$ cat src/hdl/mrt_pkg.sv
// ---------------------------------------------------------------------------
// mrt_pkg
// Shared codes for the mapped region table: operations, status, registers.
// ---------------------------------------------------------------------------
package mrt_pkg;

    localparam int CFG_DATA_W = 64;
    localparam int CFG_ADDR_W = 5;

    localparam logic [1:0] REG_HEAP_SIZE  = 2'd0;
    localparam logic [1:0] REG_REGION_TOP = 2'd1;
    localparam logic [1:0] REG_USER_LIMIT = 2'd2;

    localparam logic [63:0] REGION_TOP_RESET = 64'd270582939648;

    localparam logic [1:0] OP_MAP    = 2'd0;
    localparam logic [1:0] OP_LOOKUP = 2'd1;
    localparam logic [1:0] OP_UNMAP  = 2'd2;
    localparam logic [1:0] OP_HEAP   = 2'd3;

    localparam logic [2:0] ST_OK         = 3'd0;
    localparam logic [2:0] ST_BAD_ARG    = 3'd1;
    localparam logic [2:0] ST_NO_FREE    = 3'd2;
    localparam logic [2:0] ST_NO_SPACE   = 3'd3;
    localparam logic [2:0] ST_NOT_MAPPED = 3'd4;
    localparam logic [2:0] ST_DENIED     = 3'd5;

    localparam logic [1:0] ACC_OTHER = 2'd3;

endpackage

$ cat src/hdl/mrt_apb_regs.sv
// ---------------------------------------------------------------------------
// mrt_apb_regs
// Configuration registers of the mapped region table behind an APB port.
// ---------------------------------------------------------------------------
module mrt_apb_regs #(
    parameter int ADDR_BITS = 38
) (
    input  logic                           clk,
    input  logic                           rst_n,
    input  logic                           psel,
    input  logic                           penable,
    input  logic                           pwrite,
    input  logic [mrt_pkg::CFG_ADDR_W-1:0] paddr,
    input  logic [mrt_pkg::CFG_DATA_W-1:0] pwdata,
    output logic [mrt_pkg::CFG_DATA_W-1:0] prdata,
    output logic                           pready,
    output logic [ADDR_BITS-1:0]           heap_size,
    output logic [ADDR_BITS-1:0]           region_top,
    output logic [ADDR_BITS-1:0]           user_limit
);

    logic [ADDR_BITS-1:0] heap_reg;
    logic [ADDR_BITS-1:0] top_reg;
    logic [ADDR_BITS-1:0] ulim_reg;
    logic                 wr_en;
    logic [1:0]           reg_sel;

    assign pready  = 1'b1;
    assign wr_en   = psel & penable & pwrite;
    assign reg_sel = paddr[4:3];

    always_ff @(posedge clk or negedge rst_n)
    begin
        if (!rst_n)
        begin
            heap_reg <= '0;
            top_reg  <= mrt_pkg::REGION_TOP_RESET[ADDR_BITS-1:0];
            ulim_reg <= '1;
        end
        else if (wr_en)
        begin
            case (reg_sel)
                mrt_pkg::REG_HEAP_SIZE:  heap_reg <= pwdata[ADDR_BITS-1:0];
                mrt_pkg::REG_REGION_TOP: top_reg  <= pwdata[ADDR_BITS-1:0];
                mrt_pkg::REG_USER_LIMIT: ulim_reg <= pwdata[ADDR_BITS-1:0];
                default:
                begin
                end
            endcase
        end
    end

    always_comb
    begin
        case (reg_sel)
            mrt_pkg::REG_HEAP_SIZE:
                prdata = {{(mrt_pkg::CFG_DATA_W-ADDR_BITS){1'b0}}, heap_reg};
            mrt_pkg::REG_REGION_TOP:
                prdata = {{(mrt_pkg::CFG_DATA_W-ADDR_BITS){1'b0}}, top_reg};
            mrt_pkg::REG_USER_LIMIT:
                prdata = {{(mrt_pkg::CFG_DATA_W-ADDR_BITS){1'b0}}, ulim_reg};
            default:
                prdata = '0;
        endcase
    end

    assign heap_size  = heap_reg;
    assign region_top = top_reg;
    assign user_limit = ulim_reg;

endmodule

$ cat config.mk
export PLATFORM = sky130hd
export DESIGN_NAME = mrt_apb_regs
export DESIGN_NICKNAME = d
export VERILOG_FILES = /design/src/hdl/mrt_pkg.sv /design/src/hdl/mrt_apb_regs.sv
export SDC_FILE = /design/constraint.sdc
export NUM_CORES = 1
export LEC_CHECK = 0
export ABC_AREA = 1
export BUFFER_PORTS_ARGS = -buffer_cell sky130_fd_sc_hd__buf_4
export CORE_ASPECT_RATIO = 1.2
export CORE_MARGIN = 5
export CORE_UTILIZATION = 47
export DETAILED_ROUTE_END_ITERATION = 7
export GPL_TIMING_DRIVEN = 0
export PLACE_DENSITY = 0.81
export RECOVER_POWER = 25
export SYNTH_ARGS = -nofsm -noshare
export SYNTH_HDL_FRONTEND = slang
export SYNTH_SLANG_ARGS = --single-unit
export TNS_END_PERCENT = 20
$ cat constraint.sdc
create_clock -name clk -period 1.9 [get_ports clk]
set_input_delay 0.57 -clock clk [delete_from_list [all_inputs] [get_ports clk]]
set_output_delay 0.57 -clock clk [all_outputs]
set_load 0.05 [all_outputs]
==> qor.csv <==
metric,value,unit
area occupied by registers,2910,µm²
area delta synth->final,68.9,%
PortBufs,196,
Post-DRT Antenna Nets,0,
CP required,1330,ps
wire length per cell,16.7,µm
setup violators final,38,
"Core Util, Final",81.5,%
Setup WS pre-CTS,-542,ps
diodes inserted,0,
worst vdd ir,815,µV
share of layout cells above drive strength 1,46.6,%
reg2reg start,region_top[33],
Slew Limit Fails,0,
clk_skew,0,ps
vias in the first global route,5263,
hold path cells,3,
setup tns final,-3330,ps
Pre-Repair DR Iteration Count,5,
sequential element share of the synthesized area,54.4,%
"critical path fanouts, max",6,
chip height,127,µm
Tot GR Track Use,25.4,%
met1 Use GR,31.7,%
clk root buf,clkbuf_16,
met3 Track Usage GR,5.69,%
Final GP Congestion,0.823,
met2 usage,43.6,%
max_cap viols,0,
clock latency on the worst-skew pair,400,ps
ratio of final minimum period to clock period,106,%
initial drt markers,349,
fin area,9030,µm²
area of the multi-input gates,2730,µm²
CTS tree,built,
initial core utilization,48.2,%
CTS buffer count,17,
Max clock buf depth,2,
first-pass GRT wire length,27200,µm
Critical Path End Type,output pin,
drt total wl,18600,µm
Horiz. Die Dim,107,µm
Synth Area per Inst,7.74,µm²
Die ar.,13600,µm²
Overflow after GRT,0,
Critical Path Max Stage Delay,160,ps
final net count,1019,
gr busiest metal,met2,
worst path bufs/invs,6,
Crit path max-delay family,buffers and inverters,
crit start category,input pin,
failing checks,setup timing,
Netlist cell types,13,
Final WS setup,-122,ps
Pleak,5.10,nW
Vias,5503,
Min-Delay Path Class,input pin to flop,
clock slew seen by the registers of the worst setup and hold paths,50,ps
mapped cell area,5350,µm²
Final Hold Vio Count,0,
RSZ-0062 raised after global routing,yes,
relative slew slack,43.5,%
Worst EP arrival,1450,ps
hold worst-path end,heap_size[4],
initial antenna violation count,0,
post-synthesis cell count,691,
WS Path Type,input pin to output pin,
reg-to-reg endpoint,region_top[33],
clock sinks,114,
FMAX,0.495,GHz
hold path startpoint,pwdata[4],
DP Area,7420,µm²
htree depth,4,
Cell Pwr Density,1310,nW/µm²
#FFs+latches synth,114,
reg2reg path depth,2,
routed vias/inst,4.95,
R2R Setup Slk,1100,ps
cells along the critical path,buf_8 -> inv_4 -> nand2_4 -> inv_4 -> buf_12 -> clkbuf_16 -> nand2_2 -> nand3_4 -> buf_8,
hpwl dp,11700,µm
outcome,"complete, but fails checks",
Worst Hold Slack,386,ps
worst slew pin tran,847,ps
fill cell count,722,
DRC Markers,0,
largest net degree at the start of global routing,115,
crit path launch,paddr[4],
Rows,42,
Yosys warning count,0,
"slowest stage cell, crit path",clkbuf_16,
I/O pins,253,
core area,11100,µm²
crit path time final,2020,ps
## area by class of cell
cell class / count / area share [%]
multi-input combinational: 534 / 30.2
buffer: 63 / 6.16
sequential: 114 / 32.2
timing repair buffer: 210 / 22.0
clock buffer: 22 / 5.25
tap: 154 / 2.13
clock inverter: 10 / 1.72
inverter: 5 / 0.346
## kinds of logic (layout without fill, tap and decap cells)
group / count (synthesis) / after routing / share of synthesized area, %
DFF: 114 / 114 / 54.4
and+or+nand+nor: 507 / 507 / 36.5
buffers and inverters: 68 / 310 / 8.94
other: 2 / 27 / 0.140
## state kept, by name, summed over array words and instances, names as in the netlist
name,cells
user_limit,38
region_top,38
heap_size,38
## per-stage QoR
stage          total power [mW]  cells
6_report                   11.9   1112
5_1_grt                    12.3   1112
4_1_cts                    11.6   1104
3_5_place_dp               8.02   1066
3_3_place_gp               7.96   1066
2_1_floorplan              6.59    716
## cell usage after synthesis, drive strengths merged
cell / n / area, µm²
dfstp: 44 / 1160
nand2: 463 / 1740
dfrtp: 70 / 1750
conb: 2 / 7.51
buf: 60 / 448
nor2: 5 / 21.3
clkbuf: 3 / 11.3
inv: 5 / 18.8
nand3: 39 / 195
## tightest hold or removal path: stages
cell	delay, ps
buf_4	90
nand2_1	40
nand2_1	50
## per-layer routing
| layer | wire length [µm] | vias up |
|---|---|---|
| met4 | 398 | 0 |
| met2 | 9880 | 255 |
| met1 | 6990 | 2654 |
| met3 | 1340 | 34 |
| met5 | 0 | - |
| li1 | - | 2560 |
## cell usage in the layout (no fill, tap or decap), types with 2 or more instances in the layout
cell type / Yosys / routed
clkbuf_8: 0 / 3
nand3_4: 0 / 21
buf_6: 8 / 11
inv_4: 0 / 3
bufinv_16: 0 / 4
clkinvlp_4: 0 / 2
clkbuf_16: 0 / 23
buf_2: 13 / 3
nand2_4: 0 / 30
buf_12: 0 / 10
clkinv_2: 0 / 4
buf_4: 39 / 197
conb_1: 2 / 27
nor2_1: 4 / 4
nand2_2: 0 / 37
dfstp_2: 44 / 44
nand3_2: 0 / 17
buf_8: 0 / 33
dfrtp_1: 70 / 70
clkbuf_1: 3 / 12
nand2_1: 463 / 396
## where the power goes
group | internal, mW | total, mW | leakage [nW] | switching (mW)
registers | 3.08 | 3.64 | 1.35 | 0.557
logic | 1.51 | 4.86 | 3.45 | 3.34
clock network | 2.29 | 3.37 | 0.306 | 1.08
## repair_timing
item                       CTS  global route
gates cloned                 0             6
gates resized for setup     85           135
pin swaps                    0            18
setup endpoints to repair   38            38
hold endpoints to repair     0            10
hold buffers                 0             1
setup buffers                6             0
## how the worst max path moves through the flow
stage                     depth (start not counted)          to  slack, ps
after CTS                                         7  prdata[16]       -160
after global placement                            6  prdata[11]       -510
after global routing                              9  prdata[17]       -160
after floorplan                                   5  prdata[16]        -20
final                                             9  prdata[21]       -120
after detailed placement                          6  prdata[11]       -540
No activity file was read; power rests on OpenSTA's default activity.
